===== src/hw/rtl/array_unnest_row_expander_assert.svh =====
// assertion macros used by the expander datapath
// both sample on the rising edge of clock and stay quiet while reset is high
`ifndef ARRAY_UNNEST_ROW_EXPANDER_ASSERT_SVH
`define ARRAY_UNNEST_ROW_EXPANDER_ASSERT_SVH

// same-cycle implication
`define AURE_ASSERT_IMPL(lbl, ante, cons) \
   lbl: assert property (@(posedge clock) disable iff (reset) (ante) |-> (cons)) \
      else $error("expander check failed");

// next-cycle implication
`define AURE_ASSERT_NEXT(lbl, ante, cons) \
   lbl: assert property (@(posedge clock) disable iff (reset) (ante) |=> (cons)) \
      else $error("expander check failed");

`endif


===== src/hw/rtl/aure_pkg.sv =====
package aure_pkg;

   // longest run and row number width
   localparam int MAX_LEN  = 64;
   localparam int ROW_BITS = 16;

   // fixed field widths
   localparam int ROW_W = 16;
   localparam int IDX_W = 31;
   localparam int CNT_W = 7;
   localparam int ORD_W = 7;
   localparam int BR_W  = 16;

   // run length and position widths
   localparam int LEN_W = $clog2(MAX_LEN + 1);
   localparam int POS_W = (MAX_LEN > 1) ? $clog2(MAX_LEN) : 1;

   // mask applied to the row number
   localparam logic [ROW_W-1:0] ROW_MASK =
      (ROW_BITS >= ROW_W) ? {ROW_W{1'b1}} : ROW_W'((32'd1 << ROW_BITS) - 32'd1);

   // stream payload widths
   localparam int REQ_DATA_W = 96;
   localparam int RSP_DATA_W = 88;
   localparam int REQ_USER_W = 2;
   localparam int RSP_USER_W = 4;

   // register file
   localparam int ADDR_W = 4;
   localparam int REG_W  = 32;
   localparam logic [1:0] REG_MARKER_EN = 2'd0;
   localparam logic [1:0] REG_ORD_EN    = 2'd1;
   localparam logic [1:0] REG_BATCH     = 2'd2;
   localparam logic [BR_W-1:0] BATCH_ROWS_RESET = 16'd1024;

   typedef struct packed {
      logic            marker_enable;
      logic            ordinality_enable;
      logic [BR_W-1:0] batch_rows;
   } cfg_type;

   // controller to datapath
   typedef struct packed {
      logic load;
      logic gen;
      logic sel_in;
      logic clear_fill;
   } cmd_type;

   // datapath to controller
   typedef struct packed {
      logic slot_free;
      logic in_run_zero;
      logic in_final;
      logic last;
   } status_type;

   // counts above the longest run are cut to it
   function automatic logic [LEN_W-1:0] clamp_len(input logic [CNT_W-1:0] c);
      logic [LEN_W-1:0] r;
      if (c > CNT_W'(MAX_LEN)) begin
         r = LEN_W'(MAX_LEN);
      end else begin
         r = LEN_W'(c);
      end
      return r;
   endfunction

endpackage


===== src/hw/rtl/aure_csr.sv =====
module aure_csr import aure_pkg::*; (
   input  logic              clock,
   input  logic              reset,
   input  logic              csr_psel,
   input  logic              csr_penable,
   input  logic              csr_pwrite,
   input  logic [ADDR_W-1:0] csr_paddr,
   input  logic [REG_W-1:0]  csr_pwdata,
   output logic [REG_W-1:0]  csr_prdata,
   output logic              csr_pready,
   output cfg_type           cfg
);

   logic            marker_en_ff, marker_en_in;
   logic            ord_en_ff, ord_en_in;
   logic [BR_W-1:0] batch_rows_ff, batch_rows_in;
   logic            wr_en;
   logic [1:0]      reg_sel;

   assign csr_pready = 1'b1;
   assign wr_en      = csr_psel & csr_penable & csr_pwrite & csr_pready;
   assign reg_sel    = csr_paddr[3:2];

   // write decode
   always_comb begin
      marker_en_in  = marker_en_ff;
      ord_en_in     = ord_en_ff;
      batch_rows_in = batch_rows_ff;
      if (wr_en) begin
         unique case (reg_sel)
            REG_MARKER_EN: marker_en_in  = csr_pwdata[0];
            REG_ORD_EN:    ord_en_in     = csr_pwdata[0];
            REG_BATCH:     batch_rows_in = csr_pwdata[BR_W-1:0];
            default:       ;
         endcase
      end
   end

   always_ff @(posedge clock) begin
      if (reset) begin
         marker_en_ff  <= 1'b0;
         ord_en_ff     <= 1'b0;
         batch_rows_ff <= BATCH_ROWS_RESET;
      end else begin
         marker_en_ff  <= marker_en_in;
         ord_en_ff     <= ord_en_in;
         batch_rows_ff <= batch_rows_in;
      end
   end

   // read decode
   always_comb begin
      unique case (reg_sel)
         REG_MARKER_EN: csr_prdata = REG_W'(marker_en_ff);
         REG_ORD_EN:    csr_prdata = REG_W'(ord_en_ff);
         REG_BATCH:     csr_prdata = REG_W'(batch_rows_ff);
         default:       csr_prdata = '0;
      endcase
   end

   assign cfg.marker_enable     = marker_en_ff;
   assign cfg.ordinality_enable = ord_en_ff;
   assign cfg.batch_rows        = batch_rows_ff;

endmodule


===== src/hw/rtl/aure_ctrl.sv =====
module aure_ctrl import aure_pkg::*; (
   input  logic       clock,
   input  logic       reset,
   input  cfg_type    cfg,
   input  status_type status,
   input  logic       req_tvalid,
   output logic       req_tready,
   output cmd_type    cmd
);

   typedef enum logic {
      ST_IDLE,
      ST_EMIT
   } state_type;

   state_type state_ff, state_in;
   logic      accept;

   always_comb begin
      state_in       = state_ff;
      req_tready     = 1'b0;
      accept         = 1'b0;
      cmd.load       = 1'b0;
      cmd.gen        = 1'b0;
      cmd.sel_in     = 1'b0;
      cmd.clear_fill = 1'b0;
      unique case (state_ff)
         // take a row once the output slot frees up, first result goes out at once
         ST_IDLE: begin
            req_tready     = status.slot_free & ~reset;
            accept         = req_tvalid & req_tready;
            cmd.sel_in     = 1'b1;
            cmd.load       = accept;
            cmd.gen        = accept & (~status.in_run_zero | cfg.marker_enable);
            cmd.clear_fill = accept & status.in_run_zero & ~cfg.marker_enable
                             & status.in_final;
            if (accept && !status.in_run_zero && !status.last) begin
               state_in = ST_EMIT;
            end
         end
         // one result per free slot until the run is done
         ST_EMIT: begin
            cmd.gen = status.slot_free;
            if (status.slot_free && status.last) begin
               state_in = ST_IDLE;
            end
         end
         default: state_in = ST_IDLE;
      endcase
   end

   always_ff @(posedge clock) begin
      if (reset) begin
         state_ff <= ST_IDLE;
      end else begin
         state_ff <= state_in;
      end
   end

endmodule


===== src/hw/rtl/aure_dpath.sv =====
`include "array_unnest_row_expander_assert.svh"

module aure_dpath import aure_pkg::*; (
   input  logic                  clock,
   input  logic                  reset,
   input  cfg_type               cfg,
   input  cmd_type               cmd,
   output status_type            status,
   input  logic [REQ_DATA_W-1:0] req_tdata,
   input  logic                  req_tlast,
   input  logic [REQ_USER_W-1:0] req_tuser,
   output logic                  rsp_tvalid,
   input  logic                  rsp_tready,
   output logic [RSP_DATA_W-1:0] rsp_tdata,
   output logic                  rsp_tlast,
   output logic [RSP_USER_W-1:0] rsp_tuser
);

   // unpacked request beat
   logic [ROW_W-1:0] in_row;
   logic [IDX_W-1:0] in_off1, in_off2;
   logic [LEN_W-1:0] in_eff1, in_eff2, in_run;

   // held row
   logic [ROW_W-1:0] row_ff;
   logic             fin_ff;
   logic [IDX_W-1:0] off1_ff, off2_ff;
   logic [LEN_W-1:0] eff1_ff, eff2_ff, run_ff;
   logic [POS_W-1:0] pos_ff;

   // selected source for the current result
   logic [ROW_W-1:0] s_row;
   logic             s_fin;
   logic [IDX_W-1:0] s_off1, s_off2;
   logic [LEN_W-1:0] s_eff1, s_eff2, s_run, s_pos1;
   logic [POS_W-1:0] s_pos;
   logic             s_has1, s_has2, s_runz, s_last;

   // batch counter
   logic [BR_W-1:0] fill_ff, fill_in, fill_next;
   logic            batch_end;

   // output register
   logic             out_valid_ff, out_valid_in;
   logic [ROW_W-1:0] out_row_ff;
   logic [IDX_W-1:0] out_idx1_ff, out_idx2_ff;
   logic             out_null1_ff, out_null2_ff;
   logic [ORD_W-1:0] out_ord_ff;
   logic             out_marker_ff, out_be_ff, out_last_ff;

   // request fields, null channels count as empty
   assign in_row  = req_tdata[15:0] & ROW_MASK;
   assign in_off1 = req_tdata[46:16];
   assign in_off2 = req_tdata[84:54];
   assign in_eff1 = req_tuser[0] ? '0 : clamp_len(req_tdata[53:47]);
   assign in_eff2 = req_tuser[1] ? '0 : clamp_len(req_tdata[91:85]);
   assign in_run  = (in_eff2 > in_eff1) ? in_eff2 : in_eff1;

   // first result comes straight from the beat, the rest from the held row
   always_comb begin
      if (cmd.sel_in) begin
         s_row  = in_row;
         s_fin  = req_tlast;
         s_off1 = in_off1;
         s_off2 = in_off2;
         s_eff1 = in_eff1;
         s_eff2 = in_eff2;
         s_run  = in_run;
         s_pos  = '0;
      end else begin
         s_row  = row_ff;
         s_fin  = fin_ff;
         s_off1 = off1_ff;
         s_off2 = off2_ff;
         s_eff1 = eff1_ff;
         s_eff2 = eff2_ff;
         s_run  = run_ff;
         s_pos  = pos_ff;
      end
   end

   assign s_pos1 = LEN_W'(s_pos) + LEN_W'(1);
   assign s_has1 = LEN_W'(s_pos) < s_eff1;
   assign s_has2 = LEN_W'(s_pos) < s_eff2;
   assign s_runz = (s_run == '0);
   assign s_last = s_runz | (s_pos1 == s_run);

   // batch close on fill or at the end of a final row
   assign fill_next = fill_ff + BR_W'(1);
   assign batch_end = (s_last & s_fin) |
                      ((cfg.batch_rows != '0) & (fill_next >= cfg.batch_rows));

   always_comb begin
      fill_in = fill_ff;
      if (cmd.gen) begin
         fill_in = batch_end ? '0 : fill_next;
      end else if (cmd.clear_fill) begin
         fill_in = '0;
      end
   end

   always_ff @(posedge clock) begin
      if (reset) begin
         fill_ff <= '0;
      end else begin
         fill_ff <= fill_in;
      end
   end

   // held row and position
   always_ff @(posedge clock) begin
      if (cmd.load) begin
         row_ff  <= in_row;
         fin_ff  <= req_tlast;
         off1_ff <= in_off1;
         off2_ff <= in_off2;
         eff1_ff <= in_eff1;
         eff2_ff <= in_eff2;
         run_ff  <= in_run;
      end
      if (cmd.gen) begin
         pos_ff <= s_pos + POS_W'(1);
      end
   end

   // output slot
   always_comb begin
      out_valid_in = out_valid_ff & ~rsp_tready;
      if (cmd.gen) begin
         out_valid_in = 1'b1;
      end
   end

   always_ff @(posedge clock) begin
      if (reset) begin
         out_valid_ff <= 1'b0;
      end else begin
         out_valid_ff <= out_valid_in;
      end
   end

   always_ff @(posedge clock) begin
      if (cmd.gen) begin
         out_row_ff    <= s_row;
         out_idx1_ff   <= s_has1 ? s_off1 + IDX_W'(s_pos) : '0;
         out_idx2_ff   <= s_has2 ? s_off2 + IDX_W'(s_pos) : '0;
         out_null1_ff  <= ~s_has1;
         out_null2_ff  <= ~s_has2;
         out_ord_ff    <= (s_runz | ~cfg.ordinality_enable) ? '0 : ORD_W'(s_pos1);
         out_marker_ff <= ~s_runz;
         out_be_ff     <= batch_end;
         out_last_ff   <= s_last;
      end
   end

   assign rsp_tvalid = out_valid_ff;
   assign rsp_tdata  = {3'b000, out_ord_ff, out_idx2_ff, out_idx1_ff, out_row_ff};
   assign rsp_tlast  = out_last_ff;
   assign rsp_tuser  = {out_be_ff, out_marker_ff, out_null2_ff, out_null1_ff};

   assign status.slot_free   = ~out_valid_ff | rsp_tready;
   assign status.in_run_zero = (in_run == '0);
   assign status.in_final    = req_tlast;
   assign status.last        = s_last;

   // a result is only built into a free slot
   `AURE_ASSERT_IMPL(gen_into_free_slot, cmd.gen, !out_valid_ff || rsp_tready)
   // a held run is still inside its length
   `AURE_ASSERT_IMPL(pos_inside_run, !cmd.sel_in, LEN_W'(pos_ff) < run_ff)
   // the fill count never reaches an active batch size after a result
   `AURE_ASSERT_NEXT(fill_below_batch, cmd.gen && cfg.batch_rows != '0,
                     fill_ff < $past(cfg.batch_rows))
   // the empty-row result closes its row and carries no ordinality
   `AURE_ASSERT_IMPL(marker_shape, out_valid_ff && !out_marker_ff,
                     out_last_ff && out_ord_ff == '0 && out_null1_ff && out_null2_ff)

endmodule


===== src/hw/rtl/array_unnest_row_expander.sv =====
// Row expander for a two-channel unnest with ordinality.
// req_* takes one row descriptor per beat; rsp_* gives one result per beat,
// one for each position of the row's run (the longer non-null channel), or a
// single empty-row result when the marker is enabled and the run is empty.
// The first result of a row is registered in the cycle the row is accepted
// and shows on rsp_* in the cycle after; each further result is built once
// the output slot is free. A row holds the request channel until its last
// result is built; an empty row without marker gives none. The single output
// register sets the rate: one result per cycle while rsp_tready stays high.
// When the receiver stalls the output register holds its beat and the
// controller stops building results; req_tready drops until the slot frees.
// Reset empties the output register, returns the controller to idle, clears
// the batch counter and loads the registers with their defaults
// (marker and ordinality off, batch size 1024); req_tready stays low while
// reset is high.
// Registers: 0x0 marker enable, 0x4 ordinality enable, 0x8 batch rows.
module array_unnest_row_expander import aure_pkg::*; (
   input  logic                  clock,
   input  logic                  reset,
   // request beat
   input  logic                  req_tvalid,
   output logic                  req_tready,
   // row_number, first_offset, first_count, second_offset, second_count
   input  logic [REQ_DATA_W-1:0] req_tdata,
   // final_row
   input  logic                  req_tlast,
   // first_is_null, second_is_null
   input  logic [REQ_USER_W-1:0] req_tuser,
   // result beat
   output logic                  rsp_tvalid,
   input  logic                  rsp_tready,
   // source_row, first_index, second_index, ordinality
   output logic [RSP_DATA_W-1:0] rsp_tdata,
   // run_last
   output logic                  rsp_tlast,
   // first_null, second_null, marker, batch_end
   output logic [RSP_USER_W-1:0] rsp_tuser,
   // register port
   input  logic                  csr_psel,
   input  logic                  csr_penable,
   input  logic                  csr_pwrite,
   input  logic [ADDR_W-1:0]     csr_paddr,
   input  logic [REG_W-1:0]      csr_pwdata,
   output logic [REG_W-1:0]      csr_prdata,
   output logic                  csr_pready
);

   cfg_type    cfg;
   cmd_type    cmd;
   status_type status;

   aure_csr u_csr (
      .clock       (clock),
      .reset       (reset),
      .csr_psel    (csr_psel),
      .csr_penable (csr_penable),
      .csr_pwrite  (csr_pwrite),
      .csr_paddr   (csr_paddr),
      .csr_pwdata  (csr_pwdata),
      .csr_prdata  (csr_prdata),
      .csr_pready  (csr_pready),
      .cfg         (cfg)
   );

   aure_ctrl u_ctrl (
      .clock      (clock),
      .reset      (reset),
      .cfg        (cfg),
      .status     (status),
      .req_tvalid (req_tvalid),
      .req_tready (req_tready),
      .cmd        (cmd)
   );

   aure_dpath u_dpath (
      .clock      (clock),
      .reset      (reset),
      .cfg        (cfg),
      .cmd        (cmd),
      .status     (status),
      .req_tdata  (req_tdata),
      .req_tlast  (req_tlast),
      .req_tuser  (req_tuser),
      .rsp_tvalid (rsp_tvalid),
      .rsp_tready (rsp_tready),
      .rsp_tdata  (rsp_tdata),
      .rsp_tlast  (rsp_tlast),
      .rsp_tuser  (rsp_tuser)
   );

endmodule


===== config.mk =====
export PLATFORM = sky130hd
export DESIGN_NAME = array_unnest_row_expander
export DESIGN_NICKNAME = d
export VERILOG_FILES = /design/src/hw/rtl/aure_pkg.sv /design/src/hw/rtl/aure_csr.sv /design/src/hw/rtl/aure_ctrl.sv /design/src/hw/rtl/aure_dpath.sv /design/src/hw/rtl/array_unnest_row_expander.sv
export VERILOG_INCLUDE_DIRS = /design/src /design/src/hw/rtl
export SDC_FILE = /design/constraint.sdc
export NUM_CORES = 1
export LEC_CHECK = 0
export ABC_AREA = 1
export BUFFER_PORTS_ARGS = -buffer_cell sky130_fd_sc_hd__buf_2
export CAP_MARGIN = 0
export CORE_MARGIN = 5
export CORE_UTILIZATION = 49
export DETAILED_ROUTE_END_ITERATION = 8
export PLACE_DENSITY = 0.73
export SYNTH_ARGS = -nofsm -noshare
export SYNTH_HDL_FRONTEND = slang
export SYNTH_HIERARCHICAL = 1
export SYNTH_SLANG_ARGS = --single-unit

===== constraint.sdc =====
create_clock -name clock -period 13.56 [get_ports clock]
set_input_delay 2.712 -clock clock [delete_from_list [all_inputs] [get_ports clock]]
set_output_delay 2.712 -clock clock [all_outputs]
set_load 0.005 [all_outputs]

== Yosys cells after proc, flatten, opt, wreduce, memory -nomap -nowiden ==
Cells that the tools add are included.

* Flip-flop bits (word level): 232
* Bits of input ports: 142
* Output and inout port bits: 128
* Word-level logic and storage cells: 101

* Add/subtract/negate cells: 5
* Magnitude comparators: 6
* Equality and inequality tests: 3
* Multiplexer cells: 25
* Bitwise logic cells: 26
* Reductions and logical operators: 13

{| class="wikitable"
|+ Operators with widths
! operator !! number
|-
| 2-to-1 mux 16 bit || 4
|-
| adder 31 x 6 -> 31 bit || 2
|-
| 2-to-1 mux 31 bit || 2
|-
| 2-to-1 mux 7 bit || 8
|-
| one-hot mux 16 bit (3 select lines) || 1
|-
| adder 16 x 1 -> 16 bit (second input constant) || 1
|-
| >= comparator 16 bit || 1
|-
| nonzero test 16 bit || 1
|-
| > comparator 7 bit (second input constant) || 2
|-
| zero test 7 bit || 2
|-
| < comparator 6 x 7 -> 1 bit || 2
|-
| bitwise AND 1 bit || 11
|-
| inverter 1 bit || 10
|-
| adder 6 x 1 -> 7 bit (second input constant) || 1
|-
| == test 7 bit || 1
|-
| > comparator 7 bit || 1
|-
| adder 6 x 1 -> 6 bit (second input constant) || 1
|-
| 2-to-1 mux 1 bit || 6
|-
| 2-to-1 mux 6 bit || 1
|-
| AND reduction 2 bit || 3
|-
| bitwise OR 1 bit || 5
|-
| one-hot mux 1 bit (2 select lines) || 2
|-
| logical AND 1 bit || 3
|-
| == test 2 x 1 -> 1 bit (second input constant) || 1
|-
| 5 further kinds || 6
|}

== Logic depth before layout (Yosys ltp) ==
Gate-level depths: netlist (run 1).

* Depth in word-level cells: 18
* Mapped depth: 32
* Gate-level depth less buffers: 26

== Cells and area by module ==
The synthesis (run 1) kept the hierarchy.

{| class="wikitable"
|+ Modules (own cells, without submodules)
! module !! times used !! cells an instance !! area an instance (µm²) !! seq. area each (µm²)
|-
| aure_dpath || 1 || 1201 || 11588.6 || 6226.0
|-
| aure_csr || 1 || 176 || 1116.1 || 360.3
|-
| aure_ctrl || 1 || 22 || 117.6 || 20.0
|}

== Worst setup path before layout (run 1) ==
Ideal clock, no wire load.

* Path type: input to register
* Start point: in rsp_tready
* End point: reg u_dpath.fill_ff[10]
* Setup time: 0.071 ns
* Arrival: 11.607 ns
* Slack: 1.883 ns
* Cell stages on the path: 9
* Cell sequence: inv_1 -> nand2_1 -> inv_1 -> o21ai_0 -> inv_1 -> clkbuf_1 -> nor2_1 -> nand3_2 -> a21oi_2

{| class="wikitable"
|+ RTL lines
! what !! RTL line !! RTL
|-
| start: declaration || array_unnest_row_expander.sv:31 || <nowiki>input logic rsp_tready,</nowiki>
|-
| end signal: assignment || aure_dpath.sv:106 || <nowiki>fill_ff <= fill_in;</nowiki>
|-
| end: declaration || aure_dpath.sv:40 || <nowiki>logic [BR_W-1:0] fill_ff, fill_in, fill_next;</nowiki>
|}

==> impl_metrics.yaml, run 1 <==
synth:
  synth_area_um2: 12800
  ys_types: 53
  synth_edf_count: 196
  async_flop_share: 0
  synth_area_leader_cell: "edfxtp_1"
  synth_warnings: 6
  yosysSeqAreaShare: 0.515
  synth_commonest_cells: "265 x nand2_1, 196 x edfxtp_1, 173 x inv_1"
  synth_seq_cells: 232
  yosysMostFrequentCell: "nand2_1"
  synth_top_area_share: 0.459
  synth_area_leaders: "edfxtp_1 46%, nand2_1 7.8%, dfxtp_1 5.6%, inv_1 5.1%, nor2_1 4.9%"
  synthCells: 1399
  syn-mean-instance-area_um2: 9.17
  ys.flop_type: "edfxtp_1"
global_route:
  antenna_found_initial: 2
  grt_max_degree: 74
  grt_first_pass_wirelength_um: 49100
  grt_pass1_vias: 9985
  grtUsageTotal: 0.203
  overflow: 0
outcome:
  status: "finished clean"
placement:
  hpwl_um: 22100
  post_dp_cell_area_um2: 14100
  io_buffer_count: 227
  gp_congestion: 0.876
sta:
  worst_slew_pin_slew_ns: 1.07
  final.setup.tns_ns: 0
  final-max-slew-violation-count: 0
  skew_ns: 0.00613
  min_period_ns: 6.75
  setup_viol: 0
  rsz0062_at_grt: "no"
  max_freq_mhz: 148
  relSlewSlack: 0.281
  layout_worst_path_cycle_share: 0.498
  finalHoldViolCount: 0
drt:
  vias: 10200
  viasPerCell: 5.20
  detail-route-antenna-nets: 0
  drt-initial-drc-count: 1094
  first_pass_iters: 5
  drc: 0
  wire_per_inst_um: 15.7
  finalWirelength_um: 30900
pwr:
  p_leak_nw: 6.79
  ir_worst_vdd_mv: 0.134
  powerDensity_nw_per_um2: 148
die:
  die-area_um2: 29500
  start_util: 0.495
  die_y_um: 172
  die_w_um: 172
  std_cell_rows: 59
  ioPinCount: 270
  core_um2: 25900
clock_network:
  cts_setup_buffers: 0
  clock_sinks: 232
  clkTransAtPathRegs_ns: 0.06
  cts_buffers: 27
  cts_tree: "done"
  cts_hold_buf: 0
  clock_latency_ns: 0.52
  cts_max_level: 1
  cts.repair.resized: 0
  clockRootBuffer: "clkbuf_16"
  clockBufferDepth: 3
setup_path:
  endpoint: "u_dpath/fill_ff[11]"
  start_kind: "input pin"
  crit_type: "input pin to flip-flop"
  r2r_start: "u_ctrl/state_ff"
  worstPathMaxFanout: 16
  critPathRequiredTime_ns: 14.01
  r2r_setup_slack_ns: 8.66
  crit_arrival_ns: 7.20
  cp-end-kind: "flip-flop"
  reg2regPathDepth: 24
  critPathLaunch: "req_tdata[85]"
  r2r_end: "u_dpath/out_idx2_ff[28]"
final_layout:
  drive_gt1_frac: 0.240
  num-nets-final: 1803
  design_area_um2: 15100
  area_growth_pct: 17.4
flow_run:
  drv_cap: 0
hold_path:
  hold_class: "flip-flop to flip-flop"
-- power breakdown --
group	switching, W	internal, W	leakage (nW)
combinational	0.000341	0.000175	4.18
clock	0.000286	0.000489	0.474
sequential	0.0000266	0.000905	2.14
total	0.000653	0.00157	6.79
-- per-layer routing --
layer,part of all wire,vias up,GRT usage
met5,0.00042,-,0
met4,0.016,2,0.0448
met3,0.095,49,0.0368
met2,0.46,442,0.345
met1,0.43,4708,0.274
li1,-,5028,-
-- cells in the final DEF (no fill, tap or decap), drive strengths merged, types with 5 or more instances in the layout --
master	count
dfxtp	36
clkinv	6
ha	46
o21ai	63
xnor2	5
or2	35
nand3	104
buf	236
clkbuf	36
edfxtp	196
nor4	11
inv	182
nand2	277
xor2	24
conb	20
a21oi	77
nor2	181
nand4	12
o21a	7
mux2i	28
nor3	18
-- worst min-delay path by stage --
stage / depth (start not counted) / to / startpoint
2_1_floorplan: 2 / u_dpath/fill_ff[10] / u_dpath/fill_ff[10]
3_3_place_gp: 2 / u_dpath/fill_ff[1] / u_dpath/fill_ff[1]
3_5_place_dp: 2 / u_dpath/fill_ff[14] / u_dpath/fill_ff[14]
4_1_cts: 2 / u_dpath/fill_ff[5] / u_dpath/fill_ff[5]
5_1_grt: 2 / u_dpath/fill_ff[5] / u_dpath/fill_ff[5]
6_report: 2 / u_dpath/fill_ff[13] / u_dpath/fill_ff[13]
-- cell type report --
| type | instances | area, um2 |
|---|---|---|
| fillers | 2213 | 10900 |
| flip-flops and latches | 232 | 6610 |
| multi-input cells | 934 | 5160 |
| repair buffers | 236 | 1200 |
| clock buffers | 36 | 798 |
| inverters | 182 | 686 |
| well taps | 335 | 419 |
| clock inverters | 13 | 173 |
| diodes | 1 | 2.50 |
-- stage by stage --
stage | cells | hold slack (ns) | power [W] | utilization | setup slack, ns
2_1_floorplan | 1416 | 0.456 | 0.00130 | - | 1.88
3_3_place_gp | 1919 | 0.466 | 0.00145 | 0.543 | 6.39
3_5_place_dp | 1919 | 0.469 | 0.00146 | 0.543 | 6.30
4_1_cts | 1968 | 0.479 | 0.00224 | 0.581 | 6.83
5_1_grt | 1969 | 0.497 | 0.00234 | 0.581 | 6.38
6_report | 1969 | 0.479 | 0.00222 | 0.581 | 6.81
-- registers in the layout (all words and copies together), names as in the netlist --
name and flops:
u_dpath/off1_ff 31, u_dpath/off2_ff 31, u_dpath/out_idx1_ff 31, u_dpath/out_idx2_ff 31
u_csr/batch_rows_ff 16, u_dpath/fill_ff 16, u_dpath/out_row_ff 16, u_dpath/row_ff 16
u_dpath/eff1_ff 7, u_dpath/eff2_ff 7, u_dpath/out_ord_ff 7, u_dpath/run_ff 7
u_dpath/pos_ff 6, u_csr/marker_en_ff 1, u_csr/ord_en_ff 1, u_ctrl/state_ff 1
u_dpath/fin_ff 1, u_dpath/out_be_ff 1, u_dpath/out_marker_ff 1, u_dpath/out_null1_ff 1
u_dpath/out_null2_ff 1, u_dpath/rsp_tlast 1, u_dpath/rsp_tvalid 1
-- critical path, stage by stage --
cell	delay (ns)
buf_2	0.11
nor2_1	0.13
nand3_2	0.13
nand2_2	0.10
nand3_1	0.14
inv_1	0.16
ha_1	0.17
nand2_1	0.07
o21ai_0	0.24
nand4_2	0.16
nand3_2	0.25
nand2_2	0.21
nand2_1	0.13
nand2_1	0.08
or4_1	0.53
nor4_1	0.33
nand2_1	0.16
nand2_1	0.14
o21ai_4	0.07
nor2_1	0.84
nand2_1	0.17
a21oi_2	0.18
-- logic make-up after synthesis --
| kind of cell | Yosys count | synth area share |
|---|---|---|
| compound gates | 164 | 0.0733 |
| xor+xnor | 29 | 0.0198 |
| fa+ha+maj | 48 | 0.0480 |
| buf+inv | 250 | 0.0880 |
| flops | 232 | 0.515 |
| mux | 28 | 0.0219 |
| other cells | 3 | 0.000878 |
| simple gates | 645 | 0.233 |
Power figures use the tool's default switching activity.
==> run 2, diff against run 1 <==
--- a/config.mk
+++ b/config.mk
@@ -12,7 +12,7 @@
 export CORE_MARGIN = 5
 export CORE_UTILIZATION = 49
 export DETAILED_ROUTE_END_ITERATION = 8
-export PLACE_DENSITY = 0.73
+export PLACE_DENSITY = 0.76
 export SYNTH_ARGS = -nofsm -noshare
 export SYNTH_HDL_FRONTEND = slang
 export SYNTH_HIERARCHICAL = 1
==> constraint.sdc (replaced) <==
create_clock -name clock -period 6.1 [get_ports clock]
set_input_delay 1.22 -clock clock [delete_from_list [all_inputs] [get_ports clock]]
set_output_delay 1.22 -clock clock [all_outputs]
set_load 0.005 [all_outputs]
==> impl_metrics.yaml, run 2 (same netlist as run 1, synthesis figures left out) <==
global_route:
  overflow: 0
  grt_first_pass_wirelength_um: 49000
  grt_pass1_vias: 9896
  grt_max_degree: 54
  antenna_found_initial: 3
  grtUsageTotal: 0.203
die:
  die_w_um: 172
  core_um2: 25900
  die_y_um: 172
  die-area_um2: 29500
  std_cell_rows: 59
  start_util: 0.495
  ioPinCount: 270
clock_network:
  cts.repair.resized: 0
  clockRootBuffer: "clkbuf_16"
  clockBufferDepth: 3
  cts_setup_buffers: 0
  cts_tree: "done"
  clock_sinks: 232
  clock_latency_ns: 0.51
  cts_buffers: 26
  clkTransAtPathRegs_ns: 0.06
  cts_max_level: 1
  cts_hold_buf: 0
pwr:
  p_leak_nw: 6.74
  switching_share: 0.296
  power_switching_w: 0.00144
  intPower_w: 0.00341
  powerDensity_nw_per_um2: 324
  ir_worst_vdd_mv: 0.239
  comb_power_share: 0.238
  power.share.clock: 0.336
  seqPwrFrac: 0.426
setup_path:
  crit_path_frequent_cell: "nand2_1"
  cp-end-kind: "flip-flop"
  start_kind: "input pin"
  r2r_setup_slack_ns: 1.68
  cp_slowest_stage_delay_ns: 0.51
  crit_slowest_cell: "or4_1"
  r2r_end: "u_dpath/out_idx2_ff[28]"
  critPathRequiredTime_ns: 6.48
  r2r_start: "u_ctrl/state_ff"
  crit_arrival_ns: 5.10
  reg2regPathDepth: 22
  crit_type: "input pin to flip-flop"
  worstPathCellList: "buf_2 -> nor2_1 -> nand2_1 -> ha_1 -> nand2_1 -> o21ai_0 -> nand4_2 -> nand3_2 -> nand2_2 -> nand2_1 -> nand2_1 -> or4_1 -> nor4_1 -> nand2_1 -> nand2_1 -> o21ai_4 -> inv_1 -> nor2_1 -> nand3_2 -> a21oi_2"
  worstPathMaxFanout: 16
hold_path:
  hold_class: "flip-flop to flip-flop"
  whs_path_depth: 2
  min_from: "u_dpath/fill_ff[14]"
  holdPathEnd: "u_dpath/fill_ff[14]"
drt:
  vias: 10200
  drt-initial-drc-count: 953
  drc: 0
  viasPerCell: 5.16
  wire_per_inst_um: 15.7
  first_pass_iters: 7
  finalWirelength_um: 31000
  detail-route-antenna-nets: 0
sta:
  layout_worst_path_cycle_share: 0.775
  relSlewSlack: 0.475
  max_freq_mhz: 212
  finalHoldViolCount: 0
  final.setup.tns_ns: 0
  rsz0062_at_grt: "no"
  skew_ns: 0.00764
  min_period_ns: 4.72
  worst_slew_pin_slew_ns: 0.787
  setup_viol: 0
  finalHoldWorstSlack_ns: 0.481
  final-max-slew-violation-count: 0
flow_run:
  drv_cap: 0
placement:
  gp_congestion: 0.865
  io_buffer_count: 227
  hpwl_um: 22400
outcome:
  status: "finished clean"
final_layout:
  drive_gt1_frac: 0.237
  final_common_cell: "nand2_1"
  final.fill_count: 2199
  layout_common_cells: "265 x nand2_1, 227 x buf_2, 196 x edfxtp_1, 173 x inv_1, 166 x nor2_1"
  area_growth_pct: 16.9
  num-nets-final: 1803
[run 2: per-layer routing]
| layer | vias to the layer above | part of all wire | GRT usage |
|---|---|---|---|
| met4 | 0 | 0.019 | 0.0465 |
| met1 | 4658 | 0.43 | 0.273 |
| li1 | 5027 | - | - |
| met2 | 429 | 0.46 | 0.347 |
| met3 | 41 | 0.092 | 0.0363 |
| met5 | - | 0 | 0 |
[run 2: worst max-delay path: cells and delay by family]
family	cells	cell delay, ns
buf+inv	2	0.53
compound gates	3	0.34
simple gates	14	2.64
fa+ha+maj	1	0.35
[run 2: worst max path at each step]
stage,start,endpoint,slack [ns],cells past startpoint
3_3_place_gp,req_tdata[85],u_dpath/fill_ff[1],0.95,24
5_1_grt,req_tuser[0],u_dpath/fill_ff[6],0.97,20
6_report,req_tuser[0],u_dpath/fill_ff[14],1.38,20
2_1_floorplan,rsp_tready,u_dpath/fill_ff[10],0.40,11
3_5_place_dp,req_tuser[0],u_dpath/fill_ff[1],0.87,21
4_1_cts,req_tuser[0],u_dpath/fill_ff[1],1.38,21
[run 2: cell type report]
type                            count  area (um2)  share of cell area
Antenna cell                        3        7.51            0.000501
Clock buffer                       31         691              0.0461
Clock inverter                     14         201              0.0134
Inverter                          182         686              0.0458
Multi-Input combinational cell    934        5160               0.345
Sequential cell                   232        6610               0.441
Tap cell                          335         419              0.0280
Timing Repair Buffer              237        1210              0.0808
[run 2: per-stage QoR]
step	std cells	worst slack [ns]	power, W	area [um2]	utilization
6_report	1968	1.38	0.00485	15000	0.578
3_5_place_dp	1920	0.872	0.00325	14100	0.544
5_1_grt	1968	0.969	0.00511	15000	0.578
2_1_floorplan	1416	0.397	0.00287	12900	-
3_3_place_gp	1920	0.946	0.00321	14100	0.544
4_1_cts	1965	1.38	0.00488	15000	0.578
[run 2: power by group through the flow]
| stage | combinational [W] | sequential (W) | clock (W) |
|---|---|---|---|
| after floorplan | 0.000751 | 0.00212 | 0 |
| final | 0.00115 | 0.00207 | 0.00163 |
| after global placement | 0.00112 | 0.00209 | 0 |
| after detailed placement | 0.00115 | 0.00210 | 0 |
| after global routing | 0.00129 | 0.00209 | 0.00173 |
| after CTS | 0.00115 | 0.00207 | 0.00166 |
